### src/sv/temperature_average_reporter_assert.svh
// Assertion macros shared by the temperature average reporter modules.
`ifndef TEMPERATURE_AVERAGE_REPORTER_ASSERT_SVH
`define TEMPERATURE_AVERAGE_REPORTER_ASSERT_SVH

// Same-cycle implication, checked outside reset.
`define TAR_ASSERT_IMP(lbl, ante, cons) \
  lbl: assert property (@(posedge clk) disable iff (rst) (ante) |-> (cons)) \
    else $error("tar assertion failed");

// Next-cycle implication, checked outside reset.
`define TAR_ASSERT_NXT(lbl, ante, cons) \
  lbl: assert property (@(posedge clk) disable iff (rst) (ante) |=> (cons)) \
    else $error("tar assertion failed");

`endif

### src/sv/tar_pkg.sv
// Package with types, constants and arithmetic helpers for the temperature average reporter.
package tar_pkg;

  localparam int SAMPLE_W        = 16;
  localparam int SAMPLE_BITS_DEF = 16;
  localparam int TIME_W          = 32;
  localparam int TEMP_W          = 26;
  localparam int DEG_W           = 16;
  localparam int INTERVAL_W      = 13;

  localparam int RAW_OFFSET    = 1150;
  localparam int MDEG_STEP_INT = 500;
  localparam int MDEG_BASE     = 30000;

  localparam logic signed [TEMP_W-1:0] MDEG_PER_STEP = TEMP_W'(MDEG_STEP_INT);
  localparam logic signed [TEMP_W-1:0] TEMP_ZERO =
    TEMP_W'(MDEG_BASE - RAW_OFFSET * MDEG_STEP_INT);

  localparam logic signed [TEMP_W:0] DEADBAND   = 27'sd1000;
  localparam logic signed [TEMP_W:0] ROUND_HALF = 27'sd500;

  localparam logic [INTERVAL_W-1:0] INTERVAL_RESET = 13'd10;
  localparam logic [TIME_W-1:0]     US_PER_S       = 32'd1000000;
  localparam logic [TIME_W-1:0]     LIMIT_RESET    = 32'(10 * 1000000);

  // Reciprocals for exact truncating division of bounded magnitudes.
  localparam logic [31:0] DIV50_MUL     = 32'd2748779070;
  localparam int          DIV50_SHIFT   = 37;
  localparam logic [25:0] DIV1000_MUL   = 26'd34359739;
  localparam int          DIV1000_SHIFT = 35;

  typedef struct packed {
    logic signed [TEMP_W-1:0] temp;
    logic signed [TEMP_W-1:0] avg;
    logic [TIME_W-1:0]        now;
    logic                     busy;
    logic                     first;
  } avg_item_t;

  function automatic logic signed [TEMP_W-1:0] avg_update(
    input logic signed [TEMP_W-1:0] avg,
    input logic signed [TEMP_W-1:0] t
  );
    logic signed [31:0] x;
    logic [30:0]        mag;
    logic [62:0]        p;
    logic [TEMP_W-1:0]  q;
    x   = 32'(avg) * 32'sd49 + 32'(t);
    mag = x[31] ? 31'(-x) : 31'(x);
    p   = 63'(mag) * 63'(DIV50_MUL);
    q   = TEMP_W'(p >> DIV50_SHIFT);
    return x[31] ? TEMP_W'(-$signed(q)) : $signed(q);
  endfunction

  function automatic logic signed [DEG_W-1:0] round_degrees(
    input logic signed [TEMP_W-1:0] avg
  );
    logic signed [TEMP_W:0] x;
    logic [TEMP_W-1:0]      mag;
    logic [51:0]            p;
    logic [DEG_W-1:0]       q;
    x   = 27'(avg) + ROUND_HALF;
    mag = x[TEMP_W] ? TEMP_W'(-x) : x[TEMP_W-1:0];
    p   = 52'(mag) * 52'(DIV1000_MUL);
    q   = DEG_W'(p >> DIV1000_SHIFT);
    return x[TEMP_W] ? DEG_W'(-$signed(q)) : $signed(q);
  endfunction

endpackage

### src/sv/tar_avg.sv
// Input register and running-average stage of the temperature average reporter.
module tar_avg #(
  parameter int SAMPLE_BITS = tar_pkg::SAMPLE_BITS_DEF
) (
  input  logic                          clk,
  input  logic                          rst,
  input  logic                          in_valid,
  output logic                          in_ready,
  input  logic [tar_pkg::SAMPLE_W-1:0]  in_sample,
  input  logic [tar_pkg::TIME_W-1:0]    in_time,
  input  logic                          in_busy,
  output logic                          out_valid,
  input  logic                          out_ready,
  output tar_pkg::avg_item_t            out_item
);

  logic                             v1;
  logic [SAMPLE_BITS-1:0]           sample1;
  logic [tar_pkg::TIME_W-1:0]       time1;
  logic                             busy1;
  logic                             v2;
  logic                             seeded;
  logic signed [tar_pkg::TEMP_W-1:0] average;
  logic signed [tar_pkg::TEMP_W-1:0] temp2;
  logic [tar_pkg::TIME_W-1:0]       time2;
  logic                             busy2;
  logic                             first2;
  logic                             en1;
  logic                             en2;
  logic signed [tar_pkg::TEMP_W-1:0] temp_c;

  assign en2      = !v2 || out_ready;
  assign en1      = !v1 || en2;
  assign in_ready = en1;

  assign temp_c = $signed({{(tar_pkg::TEMP_W - SAMPLE_BITS){1'b0}}, sample1})
                  * tar_pkg::MDEG_PER_STEP + tar_pkg::TEMP_ZERO;

  always_ff @(posedge clk) begin
    if (rst) begin
      v1 <= 1'b0;
    end else if (en1) begin
      v1 <= in_valid;
    end
    if (en1 && in_valid) begin
      sample1 <= in_sample[SAMPLE_BITS-1:0];
      time1   <= in_time;
      busy1   <= in_busy;
    end
  end

  always_ff @(posedge clk) begin
    if (rst) begin
      v2      <= 1'b0;
      seeded  <= 1'b0;
      average <= '0;
    end else if (en2) begin
      v2 <= v1;
      if (v1) begin
        seeded  <= 1'b1;
        average <= seeded ? tar_pkg::avg_update(average, temp_c) : temp_c;
      end
    end
    if (en2 && v1) begin
      temp2  <= temp_c;
      time2  <= time1;
      busy2  <= busy1;
      first2 <= !seeded;
    end
  end

  assign out_valid      = v2;
  assign out_item.temp  = temp2;
  assign out_item.avg   = average;
  assign out_item.now   = time2;
  assign out_item.busy  = busy2;
  assign out_item.first = first2;

`include "temperature_average_reporter_assert.svh"

  `TAR_ASSERT_NXT(a_seeded_after_item, en2 && v1, seeded)
  `TAR_ASSERT_NXT(a_first_only_once, en2 && v1 && seeded, !first2)
  `TAR_ASSERT_IMP(a_ready_when_empty, !v1, in_ready)

endmodule

### src/sv/tar_report.sv
// Report decision, rounding and output register of the temperature average reporter.
module tar_report (
  input  logic                             clk,
  input  logic                             rst,
  input  logic                             cfg_wen,
  input  logic [tar_pkg::INTERVAL_W-1:0]   cfg_wdata,
  input  logic                             in_valid,
  output logic                             in_ready,
  input  tar_pkg::avg_item_t               in_item,
  output logic                             out_valid,
  input  logic                             out_ready,
  output logic signed [tar_pkg::TEMP_W-1:0] out_temp,
  output logic signed [tar_pkg::TEMP_W-1:0] out_avg,
  output logic                             out_report,
  output logic signed [tar_pkg::DEG_W-1:0] out_degrees
);

  logic [tar_pkg::TIME_W-1:0]        limit;
  logic                              rep_en;
  logic                              v3;
  logic signed [tar_pkg::TEMP_W-1:0] temp3;
  logic signed [tar_pkg::TEMP_W-1:0] avg3;
  logic                              rep3;
  logic signed [tar_pkg::TEMP_W-1:0] last_rep;
  logic [tar_pkg::TIME_W-1:0]        last_time;
  logic                              v4;
  logic signed [tar_pkg::TEMP_W-1:0] temp4;
  logic signed [tar_pkg::TEMP_W-1:0] avg4;
  logic                              rep4;
  logic signed [tar_pkg::DEG_W-1:0]  deg4;
  logic                              en3;
  logic                              en4;
  logic [tar_pkg::TIME_W-1:0]        elapsed;
  logic signed [tar_pkg::TEMP_W:0]   diff;
  logic                              report_c;
  logic                              fire;

  always_ff @(posedge clk) begin
    if (rst) begin
      limit  <= tar_pkg::LIMIT_RESET;
      rep_en <= 1'b1;
    end else if (cfg_wen) begin
      limit  <= 32'(cfg_wdata) * tar_pkg::US_PER_S;
      rep_en <= cfg_wdata != '0;
    end
  end

  assign en4      = !v4 || out_ready;
  assign en3      = !v3 || en4;
  assign in_ready = en3;

  assign elapsed  = in_item.now - last_time;
  assign diff     = 27'(in_item.avg) - 27'(last_rep);
  assign report_c = !in_item.first && rep_en && !in_item.busy && (elapsed > limit) &&
                    (diff > tar_pkg::DEADBAND || diff < -tar_pkg::DEADBAND);
  assign fire     = in_valid && en3 && report_c;

  always_ff @(posedge clk) begin
    if (rst) begin
      v3        <= 1'b0;
      last_rep  <= '0;
      last_time <= '0;
    end else if (en3) begin
      v3 <= in_valid;
      if (in_valid && (in_item.first || report_c)) begin
        last_time <= in_item.now;
      end
      if (fire) begin
        last_rep <= in_item.avg;
      end
    end
    if (en3 && in_valid) begin
      temp3 <= in_item.temp;
      avg3  <= in_item.avg;
      rep3  <= report_c;
    end
  end

  always_ff @(posedge clk) begin
    if (rst) begin
      v4 <= 1'b0;
    end else if (en4) begin
      v4 <= v3;
    end
    if (en4 && v3) begin
      temp4 <= temp3;
      avg4  <= avg3;
      rep4  <= rep3;
      deg4  <= rep3 ? tar_pkg::round_degrees(avg3) : '0;
    end
  end

  assign out_valid   = v4;
  assign out_temp    = temp4;
  assign out_avg     = avg4;
  assign out_report  = rep4;
  assign out_degrees = deg4;

`include "temperature_average_reporter_assert.svh"

  `TAR_ASSERT_NXT(a_last_rep_follows, fire, last_rep == $past(in_item.avg))
  `TAR_ASSERT_IMP(a_held_report_is_last, v3 && rep3, avg3 == last_rep)
  `TAR_ASSERT_IMP(a_no_report_zero_deg, v4 && !rep4, deg4 == '0)

endmodule

### src/sv/temperature_average_reporter.sv
// Top level of the temperature average reporter: stream ports and configuration.
//
//   Channel  | Direction | Contents
//   s_axis   | in        | raw sample, microsecond time, console busy flag
//   m_axis   | out       | temperature, average, report flag, rounded degrees
//   cfg      | in        | report interval in seconds, written when cfg_wen is high
//
// One item is taken per cycle unless the output stalls; outputs are registered.
// The running-average register is updated once per item.
// Reset clears the average, the report history and all valid flags at once.
// Each stage moves on when the next one is empty or moving, so bubbles close
// up and an item is taken while a result still waits on a stalled output.
module temperature_average_reporter #(
  parameter int SAMPLE_BITS = tar_pkg::SAMPLE_BITS_DEF
) (
  input  logic                           clk,
  input  logic                           rst,
  input  logic                           s_axis_tvalid,
  output logic                           s_axis_tready,
  // sample_raw[15:0], time_now[47:16], console_busy[48], zero fill
  input  logic [55:0]                    s_axis_tdata,
  output logic                           m_axis_tvalid,
  input  logic                           m_axis_tready,
  // temp_now[25:0], temp_average[51:26], report_valid[52], report_degrees[68:53], zero fill
  output logic [71:0]                    m_axis_tdata,
  input  logic                           cfg_wen,
  input  logic [tar_pkg::INTERVAL_W-1:0] cfg_wdata
);

  logic                              mid_valid;
  logic                              mid_ready;
  tar_pkg::avg_item_t                mid_item;
  logic signed [tar_pkg::TEMP_W-1:0] temp_now;
  logic signed [tar_pkg::TEMP_W-1:0] temp_average;
  logic                              report_valid;
  logic signed [tar_pkg::DEG_W-1:0]  report_degrees;

  tar_avg #(
    .SAMPLE_BITS(SAMPLE_BITS)
  ) u_avg (
    .clk       (clk),
    .rst       (rst),
    .in_valid  (s_axis_tvalid),
    .in_ready  (s_axis_tready),
    .in_sample (s_axis_tdata[15:0]),
    .in_time   (s_axis_tdata[47:16]),
    .in_busy   (s_axis_tdata[48]),
    .out_valid (mid_valid),
    .out_ready (mid_ready),
    .out_item  (mid_item)
  );

  tar_report u_report (
    .clk         (clk),
    .rst         (rst),
    .cfg_wen     (cfg_wen),
    .cfg_wdata   (cfg_wdata),
    .in_valid    (mid_valid),
    .in_ready    (mid_ready),
    .in_item     (mid_item),
    .out_valid   (m_axis_tvalid),
    .out_ready   (m_axis_tready),
    .out_temp    (temp_now),
    .out_avg     (temp_average),
    .out_report  (report_valid),
    .out_degrees (report_degrees)
  );

  assign m_axis_tdata = {3'b000, report_degrees, report_valid, temp_average, temp_now};

endmodule

### config.mk
export PLATFORM = sky130hd
export DESIGN_NAME = temperature_average_reporter
export DESIGN_NICKNAME = d
export VERILOG_FILES = /design/src/sv/tar_pkg.sv /design/src/sv/tar_avg.sv /design/src/sv/tar_report.sv /design/src/sv/temperature_average_reporter.sv
export VERILOG_INCLUDE_DIRS = /design/src /design/src/sv
export SDC_FILE = /design/constraint.sdc
export NUM_CORES = 2
export LEC_CHECK = 0
export BUFFER_PORTS_ARGS = -buffer_cell sky130_fd_sc_hd__buf_2
export CORE_MARGIN = 4
export CORE_UTILIZATION = 60
export CTS_CLUSTER_SIZE = 40
export DETAILED_ROUTE_END_ITERATION = 8
export GPL_TIMING_DRIVEN = 0
export PLACE_DENSITY = 0.79
export SKIP_CTS_REPAIR_TIMING = 1
export SYNTH_ARGS = -nofsm -noshare
export SYNTH_HDL_FRONTEND = slang
export SYNTH_HIERARCHICAL = 1
export SYNTH_SLANG_ARGS = --single-unit
### constraint.sdc
create_clock -name clk -period 19.63 [get_ports clk]
set_input_delay 0.9815 -clock clk [delete_from_list [all_inputs] [get_ports clk]]
set_output_delay 0.9815 -clock clk [all_outputs]
set_load 0.05 [all_outputs]
# Word-level counts from Yosys, hierarchy flattened
# Index checks and enable logic that the tools add are counted.
[word_totals] ff_bits=347 latch_bits=0 ram_bits=0 romBits=0 in_bits=74 output_inout_bits=74 wordCells=73 memories=0
[op_classes] add_sub_neg=9 mul=5 div_mod_pow=0 n_lt_le_gt_ge=3 eq_ne=0 n_shift=0 n_mux=5 bitwise=0 reduce_logical=27
[ops] cell="26-bit 2-to-1 mux" count=3
[ops] cell="31-bit by 31-bit multiplier with 62-bit output, second input constant" count=1
[ops] cell="26-bit negator" count=2
[ops] cell="26-bit by 26-bit multiplier with 51-bit output, second input constant" count=1
[ops] cell="32-bit by 26-bit adder with 32-bit output" count=1
[ops] cell="32-bit > comparator" count=1
[ops] cell="26-bit by 7-bit multiplier with 32-bit output, second input constant" count=1
[ops] cell="32-bit subtractor" count=1
[ops] cell="31-bit 2-to-1 mux" count=1
[ops] cell="31-bit negator" count=1
[ops] cell="26-bit by 10-bit adder with 27-bit output, second input constant" count=1
[ops] cell="27-bit by 11-bit > comparator with 1-bit output, second input constant" count=1
[ops] cell="27-bit by 11-bit < comparator with 1-bit output, second input constant" count=1
[ops] cell="26-bit by 26-bit subtractor with 27-bit output" count=1
[ops] cell="26-bit by 21-bit adder with 26-bit output, second input constant" count=1
[ops] cell="13-bit by 14-bit multiplier with 26-bit output, second input constant" count=1
[ops] cell="16-bit by 7-bit multiplier with 23-bit output, second input constant" count=1
[ops] cell="16-bit 2-to-1 mux" count=1
[ops] cell="16-bit negator" count=1
[ops] cell="13-bit nonzero test" count=1
[ops] cell="1-bit logical AND" count=10
[ops] cell="1-bit zero test" count=7
[ops] cell="1-bit logical OR" count=6
[ops] cell="2-bit AND reduction" count=3

# Logic depth before layout (Yosys ltp)
[logic_depth] depth_word=9 ltp_mapped=67 depth_no_buf=63

# Modules after synthesis
# The synthesis kept the hierarchy.
[by_module_without_submodules] mod="tar_avg" n_inst=1 cells_each=3105 area_each_um2=30225.2 seq_area_each_um2=3793.6
[by_module_without_submodules] mod="tar_report" n_inst=1 cells_each=2704 area_each_um2=25897.3 seq_area_each_um2=5405.2
[by_module_without_submodules] mod="temperature_average_reporter" n_inst=1 cells_each=5 area_each_um2=33.8 seq_area_each_um2=0.0

# Worst setup path after synthesis
# No wires, ideal clock.
[synth_path] path_type="flip-flop to flip-flop" startpoint="reg u_avg.sample1[0]" endpoint="reg u_avg/average[14] (netlist name)" setup_time_ns=0.226 arrival_ns=16.996 required_time_ns=19.404 slack_ns=2.408 stages_incl_launch_ff=62 period_less_slack_ns=17.222 cell_sequence="edfxtp_1 -> inv_1 -> fa_1 -> inv_1 -> fa_1 -> inv_1 -> fa_1 -> fa_1 -> inv_1 -> ha_1 -> o21a_1 -> a211o_1 -> a2111oi_4 -> o21bai_1 -> a21boi_0 -> or3_1 -> o31ai_1 -> nand2b_1 -> [... 26 more ...] -> fa_1 -> fa_1 -> inv_1 -> fa_1 -> inv_1 -> ha_1 -> and3_4 -> nand2_1 -> or4_2 -> o32a_2 -> and2_2 -> xor2_1 -> o2111ai_1 -> nor4_1 -> a31oi_1 -> xnor2_1 -> mux2i_1 -> a21oi_1"
[synth_via] elab_chain_len=9
[synth_lines] item="start, declared" line="tar_avg.sv:18" text="logic [SAMPLE_BITS-1:0] sample1;"
[synth_lines] item="start signal, assigned" line="tar_avg.sv:46" text="sample1 <= in_sample[SAMPLE_BITS-1:0];"
[synth_lines] item="16-bit by 7-bit multiplier with 23-bit output (*)" line="tar_avg.sv:37" text="* tar_pkg::MDEG_PER_STEP + tar_pkg::TEMP_ZERO;"
[synth_lines] item="26-bit by 21-bit adder with 26-bit output (*)" line="tar_avg.sv:37"
[synth_lines] item="named net u_avg.temp_c (one bit)" line="tar_avg.sv:30" text="logic signed [tar_pkg::TEMP_W-1:0] temp_c;"
[synth_lines] item="32-bit by 26-bit adder with 32-bit output (*)" line="tar_pkg.sv:48" text="x = 32'(avg) * 32'sd49 + 32'(t);"
[synth_lines] item="31-bit negator" line="tar_pkg.sv:49" text="mag = x[31] ? 31'(-x) : 31'(x);"
[synth_lines] item="31-bit 2-to-1 mux" line="tar_pkg.sv:49"
[synth_lines] item="31-bit by 31-bit multiplier with 62-bit output" line="tar_pkg.sv:50" text="p = 63'(mag) * 63'(DIV50_MUL);"
[synth_lines] item="26-bit negator" line="tar_pkg.sv:52" text="return x[31] ? TEMP_W'(-$signed(q)) : $signed(q);"
[synth_lines] item="26-bit 2-to-1 mux (*)" line="tar_pkg.sv:52"
[synth_lines] item="26-bit 2-to-1 mux (*)" line="tar_avg.sv:61" text="average <= seeded ? tar_pkg::avg_update(average, temp_c) : temp_c;"
[synth_lines] item="end signal, assigned" line="tar_avg.sv:61"
[synth_lines] item="end, declared" line="tar_avg.sv:23" text="logic signed [tar_pkg::TEMP_W-1:0] average;"
# The timed path passes the listed nets; every way through them passes the cells marked *.
# A chain may end at the register's enable or synchronous reset.

# Worst setup path after layout
[layout_path] startpoint="reg u_avg.sample1[1]" endpoint="reg u_avg/average[21] (netlist name)"
# Same word-level chain as after synthesis.

==> out/qor.yml <==
run_status:
  status: "complete, no violations"
setup_path:
  cp.arrival_ns: 19.55
  cp_slowest_cell: "fa_2"
  crit_required_ns: 20.03
  critPathMaxFanout: 10
  critPathLaunchType: "flip-flop"
  max_stage_delay_ns: 0.73
  crit_top_cell: "fa_1"
  worstSetupPathType: "flip-flop to flip-flop"
  endpoint_kind: "flip-flop"
clocking:
  cts_made_buffers: 35
  clk_latency_ns: 0.55
  ctsHtreeMaxLevel: 2
  clk_pin_slew_ns: 0.07
  clock_sink_count: 345
  cts-root-buf: "clkbuf_16"
  cts_tree: "yes"
  cts.path.max_buffers: 3
place:
  hpwl_mm: 122
  place_congestion: 0.983
  dp_cells: 7203
  io_buffers: 136
sta:
  slew_viol_final: 0
  whs_ns: 0.419
  max_freq_mhz: 52.2
  worstMarginPinSlew_ns: 1.43
  fin_crit_sh_pct: 97.6
  min_period_ns: 19.15
  setup_viol: 0
  hold_viol: 0
  slew_headroom_pct: 3.80
  finClkSkew_ns: 0.0176
layout:
  area_growth_pct: 7.81
  final-instance-count-excl-fill: 7297
  drive_gt1_share_pct: 7.35
  layout_common_cells: "1390 x inv_1, 975 x ha_1, 716 x fa_1"
  seq_area_sq_um: 9200
  fillers: 7383
  multi_input_area_sq_um: 41600
  final_nets: 7793
  biggestRegsByFlops: "u_avg/time1 x32, u_avg/time2 x32, u_report/last_time x32"
  layout.cells.most_common: "inv_1"
  diodes: 0
die:
  initial_utilization_pct: 60.9
  io_pins: 148
  die_w_um: 314
  dieHeight_um: 314
  core.rowCount: 111
  coreArea_sq_um: 92200
  die_area_sq_um: 98600
grt:
  grt_first_pass_wirelength_mm: 230
  antenna_found_initial: 3
  grt_pass1_vias: 42900
  top_usage_layer: "met2"
  grt_usage_pct: 29.7
  grtUsageMet1_pct: 39.3
  grt_use_met2_pct: 48.1
  grt_remaining_overflow: 0
  grt_max_degree: 61
  use_met3_pct: 5.33
logic_synthesis:
  synth_edf_count: 229
  synth_area_sq_um: 56200
  synthCells: 5814
  synth_seq_cells: 345
  synth_cell_type_count: 127
  async_reset_ff_share_pct: 0
  synth_top_cell_by_area: "fa_1"
  synth_ff_type: "edfxtp_1"
  yosysSeqAreaShare_pct: 16.4
  yosysWarnings: 6
  synth_top_cell_area_share_pct: 25.6
  ys_top_cells_by_area: "fa_1 26%, ha_1 22%, edfxtp_1 12%"
  synth.avg_cell_area_sq_um: 9.66
detailed_routing:
  dr.pass1.iters: 6
  drc: 0
  wl_per_cell_um: 19.9
  vias: 41800
  drt_iter0_markers: 3596
  wl_mm: 145
  ant_nets: 0
  vias_per_cell: 5.73
hold_path:
  min_path_type: "flip-flop to flip-flop"
job:
  drv_cap: 0
==> synthesized netlist by cell type (9+ instances only) <==
master,count
or3_1,24
fa_1,717
a21oi_1,247
xor2_1,89
ha_1,975
o22ai_1,9
a41oi_1,11
a211oi_1,36
dfxtp_1,116
a211o_1,20
o21ai_1,19
nor2_1,232
nand2_1,343
or4_1,10
and3_1,33
o21a_1,39
nand4_1,53
xnor2_1,192
inv_1,1392
o31ai_1,25
nor3b_1,22
nor3_1,57
or2_2,18
mux2i_1,87
nor2b_1,24
o21bai_1,20
o211ai_1,30
o21ai_0,127
nand3_1,70
nor4_1,15
a31o_2,12
clkbuf_1,63
a31oi_1,31
buf_2,15
nand2b_1,25
edfxtp_1,229
and2_1,28
a21o_1,99
buf_4,9
a2111oi_0,9
==> final cells by class <==
cell class	count	share of cell area, %
buffer	107	1.05
clock buffer	37	1.46
clock inverter	27	0.610
inverter	1397	8.67
multi-input combinational	3968	68.7
sequential	345	15.2
tap	1243	2.57
timing repair buffer	173	1.79
==> per-layer routing <==
metal  routed length [um]  share of wire, %
met1                59700                41
met5                    0                 0
met4                 7010               4.8
met3                11100               7.6
met2                67600                47
==> worst max-delay path, delay by kind of cell (launching register included) <==
kind / cells / cell delay, ns
simple gates: 7 / 1.78
buf+inv: 14 / 2.32
flops: 1 / 0.47
compound gates: 16 / 4.24
xor+xnor: 4 / 1.59
mux: 1 / 0.20
fa+ha+maj: 17 / 8.36
==> logic make-up (layout without fill, tap and decap cells) <==
kind of cell | Yosys count | after routing | synth area share (%)
xor+xnor | 290 | 290 | 4.66
buf+inv | 1504 | 1741 | 10.4
simple gates | 1023 | 1023 | 8.93
flops | 345 | 345 | 16.4
compound gates | 865 | 865 | 10.6
other cells | 2 | 5 | 0.0134
mux | 91 | 91 | 1.63
fa+ha+maj | 1694 | 1694 | 47.3
==> worst paths after layout <==
kind	endpoint	depth (start not counted)	start	slack [ns]
worst min-delay path	u_report/temp3[12]$_DFFE_PP_	0	u_avg/temp2[12]$_DFFE_PP_	0.42
worst max register to register	u_avg/average[21]$_SDFFE_PP0P_	59	u_avg/sample1[1]$_DFFE_PP_	0.48
worst min register to register	u_report/temp3[12]$_DFFE_PP_	0	u_avg/temp2[12]$_DFFE_PP_	0.42
worst max-delay path	u_avg/average[21]$_SDFFE_PP0P_	59	u_avg/sample1[1]$_DFFE_PP_	0.48
==> per-stage QoR <==
stage | setup TNS (ns) | setup WS [ns] | utilization [%] | cell area [sq um]
finish | 0 | 0.476 | 65.7 | 60500
global route | -0.420 | -0.0935 | 65.7 | 60500
CTS | -19.06 | -1.22 | 64.9 | 59900
detailed placement | -16.47 | -1.11 | 63.6 | 58600
global placement | -17.66 | -1.13 | 63.3 | 58400
floorplan | 0 | 2.41 | - | 56200
Power is not shown: default switching activity piles up to over one toggle a cycle in this logic, so the estimate is an artifact.
